## config.mk

```make
export PLATFORM = sky130hd
export DESIGN_NAME = http_response_header_parser_unit_flat
export DESIGN_NICKNAME = d
export VERILOG_FILES = /design/src/rtl/core/hrp_pkg.sv /design/src/rtl/core/hrp_if.sv /design/src/rtl/core/hrp_name_match.sv /design/src/rtl/core/http_response_header_parser_unit.sv /design/src/flat_wrapper.sv
export SDC_FILE = /design/constraint.sdc
export NUM_CORES = 1
export LEC_CHECK = 0
export CORE_UTILIZATION = 40
export CTS_CLUSTER_DIAMETER = 80
export DETAILED_ROUTE_END_ITERATION = 10
export DONT_BUFFER_PORTS = 1
export HOLD_SLACK_MARGIN = 0.06
export PLACE_DENSITY = 0.55
export SYNTH_ARGS = -nofsm -noshare
export SYNTH_HDL_FRONTEND = slang
export SYNTH_SLANG_ARGS = --single-unit
```

## constraint.sdc

```tcl
create_clock -name i_clk -period 4.8 [get_ports i_clk]
set_input_delay 0.48 -clock i_clk [delete_from_list [all_inputs] [get_ports i_clk]]
set_output_delay 0.48 -clock i_clk [all_outputs]
set_load 0.02 [all_outputs]
```

## src/rtl/core/hrp_pkg.sv

```systemverilog
// Shared types, constants and text tables for the HTTP response header parser.
// Used by the name matcher, the top level, the checker and the testbench.
// Depends on nothing.
`default_nettype none

package hrp_pkg;

    localparam int MAX_MESSAGE_BYTES = 65536;
    localparam int POS_W             = $clog2(MAX_MESSAGE_BYTES + 1);
    localparam logic [POS_W-1:0] POS_LIMIT    = POS_W'(MAX_MESSAGE_BYTES);
    localparam logic [POS_W-1:0] POS_SIG_LAST = POS_W'(8);

    localparam logic [7:0] CHAR_CR   = 8'h0D;
    localparam logic [7:0] CHAR_LF   = 8'h0A;
    localparam logic [7:0] CHAR_ZERO = 8'h30;
    localparam logic [7:0] CHAR_NINE = 8'h39;

    localparam logic [9:0] CODE_LOW  = 10'd100;
    localparam logic [9:0] CODE_HIGH = 10'd600;
    localparam logic [9:0] CODE_SAT  = 10'd999;

    localparam logic [4:0]  LINE_OFF_MAX = 5'd31;
    localparam logic [15:0] COUNT_MAX    = 16'hFFFF;
    localparam logic [15:0] CHUNK_LEN    = 16'd7;

    localparam int NAME_NUM    = 6;
    localparam int NAME_MAX    = 32;
    localparam int NAME_CL_UP  = 0;
    localparam int NAME_CL_LO  = 1;
    localparam int NAME_TE_UP  = 2;
    localparam int NAME_TE_LO  = 3;
    localparam int NAME_LOC_UP = 4;
    localparam int NAME_LOC_LO = 5;

    typedef logic [0:NAME_MAX-1][7:0] t_name_text;

    localparam logic [0:15][7:0] SIG_TEXT   = {"HTTP/1.1 ", 56'h0};
    localparam logic [0:7][7:0]  CHUNK_TEXT = {"chunked", 8'h0};

    localparam t_name_text [0:NAME_NUM-1] NAME_TEXT = '{
        {"Content-Length: ", 128'h0},
        {"content-length: ", 128'h0},
        {"Transfer-Encoding: ", 104'h0},
        {"transfer-encoding: ", 104'h0},
        {"Location: ", 176'h0},
        {"location: ", 176'h0}
    };

    localparam logic [0:NAME_NUM-1][4:0] NAME_LEN = '{
        5'd16, 5'd16, 5'd19, 5'd19, 5'd10, 5'd10
    };

    typedef enum logic [2:0] {
        PH_SIG,
        PH_FIRST,
        PH_CODE,
        PH_REST,
        PH_HDR,
        PH_DONE
    } t_phase;

    typedef enum logic [1:0] {
        RES_GOOD,
        RES_BAD_SIG,
        RES_BAD_CODE,
        RES_TRUNCATED
    } t_result;

    typedef enum logic [1:0] {
        CODING_NONE,
        CODING_CHUNKED,
        CODING_OTHER
    } t_coding;

    typedef struct packed {
        logic [NAME_NUM-1:0] flags;
        logic                hit;
    } t_name_match;

endpackage

`default_nettype wire

```

## src/rtl/core/hrp_if.sv

```systemverilog
// Valid/ready channel interfaces for the header parser: message bytes in, results out.
// Depends on nothing; field widths are fixed by the block's word formats.
`default_nettype none

interface hrp_byte_if;
    logic       valid;
    logic       ready;
    logic [7:0] data_byte;
    logic       last_byte;

    modport source (output valid, output data_byte, output last_byte, input ready);
    modport sink (input valid, input data_byte, input last_byte, output ready);
endinterface

interface hrp_result_if;
    logic        valid;
    logic        ready;
    logic [1:0]  result_code;
    logic [9:0]  status_code;
    logic [2:0]  status_class;
    logic [31:0] content_length;
    logic [1:0]  transfer_coding;
    logic [15:0] location_offset;
    logic [15:0] location_length;
    logic        body_present;
    logic [15:0] body_offset;

    modport source (
        output valid, output result_code, output status_code, output status_class,
        output content_length, output transfer_coding, output location_offset,
        output location_length, output body_present, output body_offset,
        input ready
    );
    modport sink (
        input valid, input result_code, input status_code, input status_class,
        input content_length, input transfer_coding, input location_offset,
        input location_length, input body_present, input body_offset,
        output ready
    );
endinterface

`default_nettype wire

```

## src/rtl/core/hrp_name_match.sv

```systemverilog
// Header name matcher: compares one byte against every name still flagged, at the line offset.
// Depends on hrp_pkg for the name tables and the match result struct.
`default_nettype none

module hrp_name_match (
    input  logic [7:0]                   i_byte,
    input  logic [4:0]                   i_line_off,
    input  logic [hrp_pkg::NAME_NUM-1:0] i_flags,
    output hrp_pkg::t_name_match         o_match
);

    always_comb begin
        o_match.flags = i_flags;
        o_match.hit   = 1'b0;
        for (int i = 0; i < hrp_pkg::NAME_NUM; i++) begin
            if (i_flags[i] && (i_line_off < hrp_pkg::NAME_LEN[i])) begin
                if (i_byte != hrp_pkg::NAME_TEXT[i][i_line_off]) begin
                    o_match.flags[i] = 1'b0;
                end else if (i_line_off == hrp_pkg::NAME_LEN[i] - 5'd1) begin
                    o_match.hit = 1'b1;
                end
            end
        end
    end

endmodule

`default_nettype wire

```

## src/rtl/core/http_response_header_parser_unit.sv

```systemverilog
// Top level of the HTTP/1.1 response header parser.
// Depends on hrp_pkg, hrp_if (hrp_byte_if, hrp_result_if) and hrp_name_match.
`default_nettype none

// The parser takes one message byte per clock and never stalls on its own; it stops only
// while a result waits in the output register and the sink is not ready. A byte is held
// in an input register; when it advances, the parse state is updated and, where the byte
// ends the headers or shows an error, the result word is loaded into the output register.
// At most one result is given per message; later bytes are dropped until the byte marked
// last.
module http_response_header_parser_unit (
    input  logic          i_clk,
    input  logic          i_rst_n,
    hrp_byte_if.sink      i_byte,
    hrp_result_if.source  o_result
);

    typedef struct packed {
        logic [hrp_pkg::POS_W-1:0]    pos;
        logic                         prev_cr;
        logic                         line_empty;
        logic [hrp_pkg::NAME_NUM-1:0] flags;
        logic                         in_value;
        logic [15:0]                  value_start;
        logic [15:0]                  value_count;
        logic                         chunk_ok;
        logic                         digits_run;
        logic [31:0]                  acc;
        logic [9:0]                   status;
        logic [31:0]                  clen;
        hrp_pkg::t_coding             coding;
        logic [15:0]                  loc_off;
        logic [15:0]                  loc_len;
        logic                         done;
        logic [4:0]                   line_off;
    } t_pstate;

    typedef struct packed {
        hrp_pkg::t_result result_code;
        logic [9:0]       status_code;
        logic [2:0]       status_class;
        logic [31:0]      content_length;
        hrp_pkg::t_coding transfer_coding;
        logic [15:0]      location_offset;
        logic [15:0]      location_length;
        logic             body_present;
        logic [15:0]      body_offset;
    } t_result_word;

    localparam t_pstate PSTATE_RESET = '{
        pos:         '0,
        prev_cr:     1'b0,
        line_empty:  1'b1,
        flags:       '1,
        in_value:    1'b0,
        value_start: '0,
        value_count: '0,
        chunk_ok:    1'b1,
        digits_run:  1'b1,
        acc:         '0,
        status:      '0,
        clen:        '0,
        coding:      hrp_pkg::CODING_NONE,
        loc_off:     '0,
        loc_len:     '0,
        done:        1'b0,
        line_off:    '0
    };

    function automatic t_pstate clear_line(input t_pstate s);
        t_pstate t;
        t            = s;
        t.prev_cr    = 1'b0;
        t.line_empty = 1'b1;
        t.flags      = '1;
        t.in_value   = 1'b0;
        t.line_off   = '0;
        return t;
    endfunction

    function automatic logic code_bad(input logic [9:0] c);
        return (c < hrp_pkg::CODE_LOW) || (c >= hrp_pkg::CODE_HIGH);
    endfunction

    logic                 r_in_valid;
    logic [7:0]           r_in_byte;
    logic                 r_in_last;
    logic                 r_out_valid;
    t_result_word         r_out;
    t_pstate              r_st;
    t_pstate              n_st;
    hrp_pkg::t_phase      r_phase;
    hrp_pkg::t_phase      n_phase;

    logic                 w_in_ready;
    logic                 w_adv;
    logic                 w_digit;
    logic [3:0]           w_dval;
    logic                 w_is_cr;
    logic                 w_crlf;
    logic                 w_overlong;
    logic                 w_sig_bad;
    logic [13:0]          w_code_sum;
    logic [9:0]           w_code_next;
    logic [35:0]          w_len_sum;
    logic [31:0]          w_len_next;
    logic [15:0]          w_val_len;
    logic [15:0]          w_pos_next;
    logic                 w_emit;
    hrp_pkg::t_result     w_res;
    logic [9:0]           w_emit_status;
    t_result_word         w_out;
    hrp_pkg::t_name_match w_match;

    hrp_name_match u_name_match (
        .i_byte     (r_in_byte),
        .i_line_off (r_st.line_off),
        .i_flags    (r_st.flags),
        .o_match    (w_match)
    );

    assign w_adv      = r_in_valid && (!r_out_valid || o_result.ready);
    assign w_in_ready = !r_in_valid || w_adv;

    always_comb begin
        w_digit     = r_in_byte inside {[hrp_pkg::CHAR_ZERO:hrp_pkg::CHAR_NINE]};
        w_dval      = r_in_byte[3:0];
        w_is_cr     = (r_in_byte == hrp_pkg::CHAR_CR);
        w_crlf      = r_st.prev_cr && (r_in_byte == hrp_pkg::CHAR_LF);
        w_overlong  = (r_st.pos >= hrp_pkg::POS_LIMIT);
        w_sig_bad   = (r_st.pos > hrp_pkg::POS_SIG_LAST)
                   || (r_in_byte != hrp_pkg::SIG_TEXT[r_st.pos[3:0]]);
        w_code_sum  = {1'b0, r_st.acc[9:0], 3'b000} + {3'b000, r_st.acc[9:0], 1'b0}
                    + {10'd0, w_dval};
        w_code_next = (w_code_sum > {4'd0, hrp_pkg::CODE_SAT}) ? hrp_pkg::CODE_SAT
                                                               : w_code_sum[9:0];
        w_len_sum   = {1'b0, r_st.acc, 3'b000} + {3'b000, r_st.acc, 1'b0} + {32'd0, w_dval};
        w_len_next  = (|w_len_sum[35:32]) ? 32'hFFFF_FFFF : w_len_sum[31:0];
        w_val_len   = (r_st.value_count == 16'd0) ? 16'd0 : r_st.value_count - 16'd1;
        w_pos_next  = 16'(r_st.pos + 1'b1);
    end

    always_comb begin
        w_emit        = 1'b0;
        w_res         = hrp_pkg::RES_GOOD;
        w_emit_status = r_st.status;
        if (w_adv && !r_st.done) begin
            if (w_overlong) begin
                w_emit = 1'b1;
                w_res  = hrp_pkg::RES_TRUNCATED;
            end else begin
                case (r_phase)
                    hrp_pkg::PH_SIG: begin
                        if (w_sig_bad) begin
                            w_emit = 1'b1;
                            w_res  = hrp_pkg::RES_BAD_SIG;
                        end
                    end
                    hrp_pkg::PH_FIRST: begin
                        if (!w_digit) begin
                            w_emit = 1'b1;
                            w_res  = hrp_pkg::RES_BAD_SIG;
                        end
                    end
                    hrp_pkg::PH_CODE: begin
                        if (!w_digit) begin
                            w_emit_status = r_st.acc[9:0];
                            if (code_bad(r_st.acc[9:0])) begin
                                w_emit = 1'b1;
                                w_res  = hrp_pkg::RES_BAD_CODE;
                            end
                        end
                    end
                    hrp_pkg::PH_HDR: begin
                        if (w_crlf && r_st.line_empty) begin
                            w_emit = 1'b1;
                            w_res  = hrp_pkg::RES_GOOD;
                        end
                    end
                    default: begin
                    end
                endcase
                if (!w_emit && r_in_last) begin
                    w_emit = 1'b1;
                    w_res  = hrp_pkg::RES_TRUNCATED;
                    if (r_phase == hrp_pkg::PH_FIRST) begin
                        w_emit_status = {6'd0, w_dval};
                        if (code_bad({6'd0, w_dval})) begin
                            w_res = hrp_pkg::RES_BAD_CODE;
                        end
                    end else if ((r_phase == hrp_pkg::PH_CODE) && w_digit) begin
                        w_emit_status = w_code_next;
                        if (code_bad(w_code_next)) begin
                            w_res = hrp_pkg::RES_BAD_CODE;
                        end
                    end
                end
            end
        end
    end

    always_comb begin
        n_phase = r_phase;
        if (w_adv) begin
            if (r_in_last) begin
                n_phase = hrp_pkg::PH_SIG;
            end else if (w_emit) begin
                n_phase = hrp_pkg::PH_DONE;
            end else begin
                case (r_phase)
                    hrp_pkg::PH_SIG: begin
                        if (r_st.pos == hrp_pkg::POS_SIG_LAST) begin
                            n_phase = hrp_pkg::PH_FIRST;
                        end
                    end
                    hrp_pkg::PH_FIRST: begin
                        n_phase = hrp_pkg::PH_CODE;
                    end
                    hrp_pkg::PH_CODE: begin
                        if (!w_digit) begin
                            n_phase = hrp_pkg::PH_REST;
                        end
                    end
                    hrp_pkg::PH_REST: begin
                        if (w_crlf) begin
                            n_phase = hrp_pkg::PH_HDR;
                        end
                    end
                    default: begin
                    end
                endcase
            end
        end
    end

    always_comb begin
        n_st = r_st;
        if (w_adv) begin
            if (!r_st.done && !w_overlong) begin
                case (r_phase)
                    hrp_pkg::PH_FIRST: begin
                        n_st.acc = {28'd0, w_dval};
                    end
                    hrp_pkg::PH_CODE: begin
                        if (w_digit) begin
                            n_st.acc = {22'd0, w_code_next};
                        end else begin
                            n_st.status  = r_st.acc[9:0];
                            n_st.prev_cr = w_is_cr;
                        end
                    end
                    hrp_pkg::PH_REST: begin
                        if (w_crlf) begin
                            n_st = clear_line(r_st);
                        end else begin
                            n_st.prev_cr = w_is_cr;
                        end
                    end
                    hrp_pkg::PH_HDR: begin
                        if (w_crlf) begin
                            if (!r_st.line_empty) begin
                                if (r_st.in_value) begin
                                    if (r_st.flags[hrp_pkg::NAME_CL_UP]
                                            || r_st.flags[hrp_pkg::NAME_CL_LO]) begin
                                        n_st.clen = r_st.acc;
                                    end else if (r_st.flags[hrp_pkg::NAME_TE_UP]
                                            || r_st.flags[hrp_pkg::NAME_TE_LO]) begin
                                        n_st.coding = (r_st.chunk_ok
                                                       && (w_val_len >= hrp_pkg::CHUNK_LEN))
                                                    ? hrp_pkg::CODING_CHUNKED
                                                    : hrp_pkg::CODING_OTHER;
                                    end else if (r_st.flags[hrp_pkg::NAME_LOC_UP]
                                            || r_st.flags[hrp_pkg::NAME_LOC_LO]) begin
                                        n_st.loc_off = r_st.value_start;
                                        n_st.loc_len = w_val_len;
                                    end
                                end
                                n_st = clear_line(n_st);
                            end
                        end else begin
                            n_st.line_empty = r_st.line_empty && w_is_cr && !r_st.prev_cr;
                            if (r_st.in_value) begin
                                if ((r_st.value_count < hrp_pkg::CHUNK_LEN)
                                        && (r_in_byte
                                            != hrp_pkg::CHUNK_TEXT[r_st.value_count[2:0]])) begin
                                    n_st.chunk_ok = 1'b0;
                                end
                                if (r_st.digits_run && w_digit) begin
                                    n_st.acc = w_len_next;
                                end else begin
                                    n_st.digits_run = 1'b0;
                                end
                                if (r_st.value_count != hrp_pkg::COUNT_MAX) begin
                                    n_st.value_count = r_st.value_count + 16'd1;
                                end
                            end else begin
                                n_st.flags = w_match.flags;
                                if (w_match.hit) begin
                                    n_st.in_value    = 1'b1;
                                    n_st.value_start = w_pos_next;
                                    n_st.value_count = '0;
                                    n_st.chunk_ok    = 1'b1;
                                    n_st.digits_run  = 1'b1;
                                    n_st.acc         = '0;
                                end
                            end
                            if (r_st.line_off != hrp_pkg::LINE_OFF_MAX) begin
                                n_st.line_off = r_st.line_off + 5'd1;
                            end
                            n_st.prev_cr = w_is_cr;
                        end
                    end
                    default: begin
                    end
                endcase
            end
            if (w_emit) begin
                n_st.done = 1'b1;
            end
            if (r_st.pos < hrp_pkg::POS_LIMIT) begin
                n_st.pos = r_st.pos + 1'b1;
            end
            if (r_in_last) begin
                n_st = PSTATE_RESET;
            end
        end
    end

    always_comb begin
        w_out             = '0;
        w_out.result_code = w_res;
        w_out.status_code = w_emit_status;
        if (w_res == hrp_pkg::RES_GOOD) begin
            if (r_st.status < 10'd200) begin
                w_out.status_class = 3'd0;
            end else if (r_st.status < 10'd300) begin
                w_out.status_class = 3'd1;
            end else if (r_st.status < 10'd400) begin
                w_out.status_class = 3'd2;
            end else if (r_st.status < 10'd500) begin
                w_out.status_class = 3'd3;
            end else begin
                w_out.status_class = 3'd4;
            end
            w_out.content_length  = r_st.clen;
            w_out.transfer_coding = r_st.coding;
            w_out.location_offset = r_st.loc_off;
            w_out.location_length = r_st.loc_len;
            w_out.body_present    = !r_in_last;
            w_out.body_offset     = r_in_last ? 16'd0 : w_pos_next;
        end
    end

    always_ff @(posedge i_clk) begin
        if (!i_rst_n) begin
            r_in_valid  <= 1'b0;
            r_out_valid <= 1'b0;
            r_st        <= PSTATE_RESET;
            r_phase     <= hrp_pkg::PH_SIG;
        end else begin
            if (w_in_ready) begin
                r_in_valid <= i_byte.valid;
            end
            if (w_adv) begin
                r_out_valid <= w_emit;
            end else if (o_result.ready) begin
                r_out_valid <= 1'b0;
            end
            r_st    <= n_st;
            r_phase <= n_phase;
        end
    end

    always_ff @(posedge i_clk) begin
        if (w_in_ready && i_byte.valid) begin
            r_in_byte <= i_byte.data_byte;
            r_in_last <= i_byte.last_byte;
        end
        if (w_adv && w_emit) begin
            r_out <= w_out;
        end
    end

    assign i_byte.ready             = w_in_ready;
    assign o_result.valid           = r_out_valid;
    assign o_result.result_code     = r_out.result_code;
    assign o_result.status_code     = r_out.status_code;
    assign o_result.status_class    = r_out.status_class;
    assign o_result.content_length  = r_out.content_length;
    assign o_result.transfer_coding = r_out.transfer_coding;
    assign o_result.location_offset = r_out.location_offset;
    assign o_result.location_length = r_out.location_length;
    assign o_result.body_present    = r_out.body_present;
    assign o_result.body_offset     = r_out.body_offset;

endmodule

`default_nettype wire

```

## src/flat_wrapper.sv

```systemverilog
// flat-port wrapper written by rule: the top's interface ports become plain ports
module http_response_header_parser_unit_flat 
  (i_clk, i_rst_n, i_byte_valid, i_byte_data_byte, i_byte_last_byte, i_byte_ready, o_result_valid, o_result_result_code, o_result_status_code, o_result_status_class, o_result_content_length, o_result_transfer_coding, o_result_location_offset, o_result_location_length, o_result_body_present, o_result_body_offset, o_result_ready);
  hrp_byte_if i_byte_i ();
  hrp_result_if o_result_i ();
  input  logic i_clk;
  input  logic i_rst_n;
  input wire logic [$bits(i_byte_i.valid)-1:0] i_byte_valid;
  input wire logic [$bits(i_byte_i.data_byte)-1:0] i_byte_data_byte;
  input wire logic [$bits(i_byte_i.last_byte)-1:0] i_byte_last_byte;
  output wire logic [$bits(i_byte_i.ready)-1:0] i_byte_ready;
  output wire logic [$bits(o_result_i.valid)-1:0] o_result_valid;
  output wire logic [$bits(o_result_i.result_code)-1:0] o_result_result_code;
  output wire logic [$bits(o_result_i.status_code)-1:0] o_result_status_code;
  output wire logic [$bits(o_result_i.status_class)-1:0] o_result_status_class;
  output wire logic [$bits(o_result_i.content_length)-1:0] o_result_content_length;
  output wire logic [$bits(o_result_i.transfer_coding)-1:0] o_result_transfer_coding;
  output wire logic [$bits(o_result_i.location_offset)-1:0] o_result_location_offset;
  output wire logic [$bits(o_result_i.location_length)-1:0] o_result_location_length;
  output wire logic [$bits(o_result_i.body_present)-1:0] o_result_body_present;
  output wire logic [$bits(o_result_i.body_offset)-1:0] o_result_body_offset;
  input wire logic [$bits(o_result_i.ready)-1:0] o_result_ready;
  assign i_byte_i.valid = i_byte_valid;
  assign i_byte_i.data_byte = i_byte_data_byte;
  assign i_byte_i.last_byte = i_byte_last_byte;
  assign i_byte_ready = i_byte_i.ready;
  assign o_result_valid = o_result_i.valid;
  assign o_result_result_code = o_result_i.result_code;
  assign o_result_status_code = o_result_i.status_code;
  assign o_result_status_class = o_result_i.status_class;
  assign o_result_content_length = o_result_i.content_length;
  assign o_result_transfer_coding = o_result_i.transfer_coding;
  assign o_result_location_offset = o_result_i.location_offset;
  assign o_result_location_length = o_result_i.location_length;
  assign o_result_body_present = o_result_i.body_present;
  assign o_result_body_offset = o_result_i.body_offset;
  assign o_result_i.ready = o_result_ready;
  http_response_header_parser_unit u_core (.i_clk(i_clk), .i_rst_n(i_rst_n), .i_byte(i_byte_i), .o_result(o_result_i));
endmodule
```

==> summary.md <==
| Metric | Value |
|---|---|
| Status | `complete, but fails checks` |
| Failing checks | `DRC` |
| Layout cells sized above 1 | `between 6 and 7%` |
| Clock slew at reported path FFs | `about 0.06 ns` |
| Slew Limit Fails | `0` |
| Setup violations, final | `0` |
| Initial drt markers | `1049` |
| Critical Path AT | `4.78 ns` |
| Register area share after synthesis | `around 42%` |
| RR Endpoint | `u_core.r_st[111]$_SDFFE_PN0P_` |
| Worst Reg-to-Reg Cells | `14` |
| Commonest cells after routing, fill and taps aside | `186 x nand2_1, 179 x dfxtp_1, 162 x a21oi_1` |
| Synth area leaders | `dfxtp_1 22%, edfxtp_1 20%, ha_1 6.4%` |
| Cells after Synth | `approximately 1900` |
| CP Buf/Inv Count | `3` |
| Cell Area, Synth | `around 16000 µm²` |
| Syn Area/Cell | `about 8.7 µm²` |
| RSZ-0062 raised after global routing | `false` |
| FF/Latch Area | `6800 µm²` |
| Commonest non-fill, non-tap cell in the layout | `nand2_1` |
| Post-Synth Adder-Cell Area | `about 6.7%` |
| Worst Hold Class | `in -> reg` |
| Leakage | `~7 nW` |
| Vias in the first global route | `approximately 13000` |
| Tot GR Track Use | `between 20% and 30%` |
| Crit path time final | `about 4.3 ns` |
| Routed wire per std cell | `~19 µm` |
| Post-synthesis mux area share | `about 1.3%` |
| Combinational family with the most area after synthesis | `simple AND/OR/NAND/NOR gates` |
| CORE AREA | `39700 µm²` |
| Worst setup EP type | `flip-flop` |
| # port buffers | `0` |
| Clk sinks | `286` |
| Worst-margin pin slew | `1.23 ns` |
| Period utilisation layout | `about 90%` |
| Max Root-Sink Buffers | `3` |
| Diode count | `0` |
| Synth Area in Compound Gates | `between 10% and 20%` |
| Area grow syn2layout | `10.4%` |
| Total stage count of the critical path | `14` |
| Post-Synth XOR/XNOR Area | `3.97%` |
| First-pass GRT wire length | `about 73000 µm` |
| Vias post-DR | `13600` |
| CTS H-tree lvls | `2` |
| Row cnt | `73` |
| #FFs+latches synth | `about 290` |
| Largest net degree at the start of global routing | `between 80 and 90` |
| GPL Wtd Cong | `approximately 0.90` |
| Die Area | `about 41000 µm²` |
| Reg2Reg Launch Point | `u_core.r_st[82]$_SDFFE_PN0P_` |
| CP max stage delay | `0.64 ns` |
| Total routed wirelength | `approximately 46000 µm` |
| Syn nets | `1952` |
| Die height | `between 200 and 250 µm` |
| Slew headroom | `between 10% and 20%` |
| Antenna Violating Nets Remaining | `0` |
| Initial Util | `40.6%` |
| Post-synthesis cell type count | `80` |
| Critical Path RT | `between 5 and 6 ns` |
| Startpoint types | `flip-flop` |
| DRC Markers | `2` |
| Peak supply drop | `between 0.15 and 0.2 mV` |
| Worst reg2reg setup slack | `0.47 ns` |
| Clk Latency, worst-skew pair | `0.53 ns` |
| Asr flop ratio synth | `0%` |
| WS Path Type | `reg -> reg` |
| Yosys warns | `0` |
| Final TNS setup | `0 ns` |
| Grt ovf | `0` |
| CTS root buffer | `clkbuf_16` |
| Endpoints failing hold | `0` |
| Achievable frequency | `0.231 GHz` |
| Nets@finish | `roughly 1900` |
| CTS tree | `built` |
| CP top delay family | `compound AO/OA/AOI/OAI gates` |
| TritonRoute pass-1 iters | `9` |
| # fillers | `roughly 4000` |
| CP cell instances | `inv_1 > fa_1 > inv_1 > ha_1 > a211oi_1 > o211ai_1 > a31oi_1 > o21ai_0 > a41oi_1 > o41ai_1 > a31oi_2 > buf_4 > nor3_1 > o21ai_0` |
| Multi-input gate area in the final layout | `between 8000 and 9000 µm²` |
| CTS Buf Count | `34` |
| Simple-Gate Fraction of Synth Area | `a little under a quarter` |
| Vias per cell | `5.75` |
| Hold Path Origin | `i_byte_valid` |
| MaxCap Viol Count | `0` |
| Worst setup endpoint | `u_core.r_st[111]$_SDFFE_PN0P_` |
| Top-area cell type share of the netlist area | `between 20 and 25%` |
| Post-synth EDFFs | `~110` |
| Worst Setup SP | `u_core.r_st[82]$_SDFFE_PN0P_` |
| Area leader, netlist | `dfxtp_1` |
| CP Max Fanout | `10` |
| Die width | `203 µm` |
| Initial antenna violation count | `1` |
| Top_reg_cell synth | `dfxtp_1` |
| Worst Hold Slack | `approximately 0.084 ns` |
| Max Clock Skew | `0.0184 ns` |
| PwrDens | `between 300 and 400 nW/µm²` |
| DP HPWL | `between 30000 and 40000 µm` |
| Worst path slowest cell | `a31oi_2` |
| I/O pin total | `roughly 110` |
[area by class of cell]
cell class / instances / area share (%)
clock buffer: 48 / 5.19
sequential: 286 / 38.2
inverter: 37 / 0.788
tap: 525 / 3.69
multi-input combinational: 1411 / 49.1
clock inverter: 14 / 0.703
timing repair buffer: 49 / 2.27
[routing by layer]
metal | global-route usage (%) | up-vias | part of all wire (%)
met5 | 0 | - | 0.028
met4 | 6.10 | 2 | 2.1
met3 | 3.90 | 64 | 5.8
met2 | 33.7 | 392 | 43
met1 | 31.7 | 6511 | 49
li1 | - | 6665 | -
[cell families after synthesis]
kind of cell | count (synthesis)
multiplexers | 21
buffers and inverters | 157
adder cells (fa/ha/maj) | 85
AO/OA/AOI/OAI | 471
flip-flops | 286
AND/OR/NAND/NOR | 761
XOR/XNOR | 73
[report_power, final]
group          switching (mW)  internal [mW]
registers              0.0758           2.56
clock network            1.04           1.41
logic                   0.217         0.0834
[worst min-delay path by stage]
stage,to,slack [ns],cells past startpoint
after floorplan,u_core.r_st[135]$_SDFFE_PN0P_,0.42,2
after global placement,u_core.r_st[144]$_SDFFE_PN0P_,0.44,2
after detailed placement,u_core.r_st[33]$_SDFFE_PN0P_,0.44,2
after CTS,u_core.r_in_valid$_SDFFE_PN0N_,0.07,2
after global routing,u_core.r_in_valid$_SDFFE_PN0N_,0.09,2
final,u_core.r_in_valid$_SDFFE_PN0N_,0.08,2
[per-stage QoR]
stage	util (%)	power, mW	setup slack, ns	instance area (µm²)	std cells
final	44.8	5.40	0.473	17800	2370
after CTS	44.8	5.45	0.521	17800	2370
after global placement	41.9	2.98	0.602	16600	2299
after floorplan	-	2.88	0.695	16100	1854
after global routing	44.8	5.57	0.158	17800	2370
after detailed placement	41.9	2.99	0.554	16600	2299
[synth_stat cells, types with 5 or more instances]
library cell  instances
and4_1                6
edfxtp_1            107
nor3b_1               8
a22o_1               11
buf_2                15
nor3_1               82
a31oi_1              15
dfxtp_1             179
nand2_1             186
nor2_1              147
o311ai_0              9
ha_1                 83
o21a_1               11
mux2i_1              19
nand3b_1              7
or3_1                33
nand3_1              92
o21ai_0             104
a211o_1               7
xor2_1               30
xnor2_1              43
a21o_1               29
or3b_2                7
o41ai_1               5
o31a_1                6
and2_1               13
or2_2                12
or4_1                12
clkbuf_1             91
nand2b_1             20
a211oi_1              6
and3_1               19
nor2b_1              77
o211ai_1             26
o31ai_1               8
a22oi_1              16
a21oi_1             162
nand4_1              16
inv_1                36
o21ai_1               7
nor4_1               12
buf_1                11
[registers in the layout, summed over array words and instances, names as in the netlist, 8 cells and up]
register and count:
u_core.r_st 174, u_core.o_result.content_length 32, u_core.o_result.body_offset 16, u_core.o_result.location_length 16, u_core.o_result.location_offset 16, u_core.o_result.status_code 10
u_core.r_in_byte 8
[worst register-to-register path, cell delays in order, from the launching register on]
cell	delay, ns
dfxtp_1	0.44
inv_1	0.15
fa_1	0.61
inv_1	0.06
ha_1	0.31
a211oi_1	0.28
o211ai_1	0.17
a31oi_1	0.32
o21ai_0	0.25
a41oi_1	0.39
o41ai_1	0.14
a31oi_2	0.64
buf_4	0.30
nor3_1	0.07
o21ai_0	0.14
[repair_timing]
item,4_1_cts,5_1_grt
hold buffers,9,0
gates resized for setup,0,0
setup endpoints to repair,0,0
buffers inserted,0,0
endpoints found under the hold margin,9,0
No activity file was read; power rests on OpenSTA's default activity.
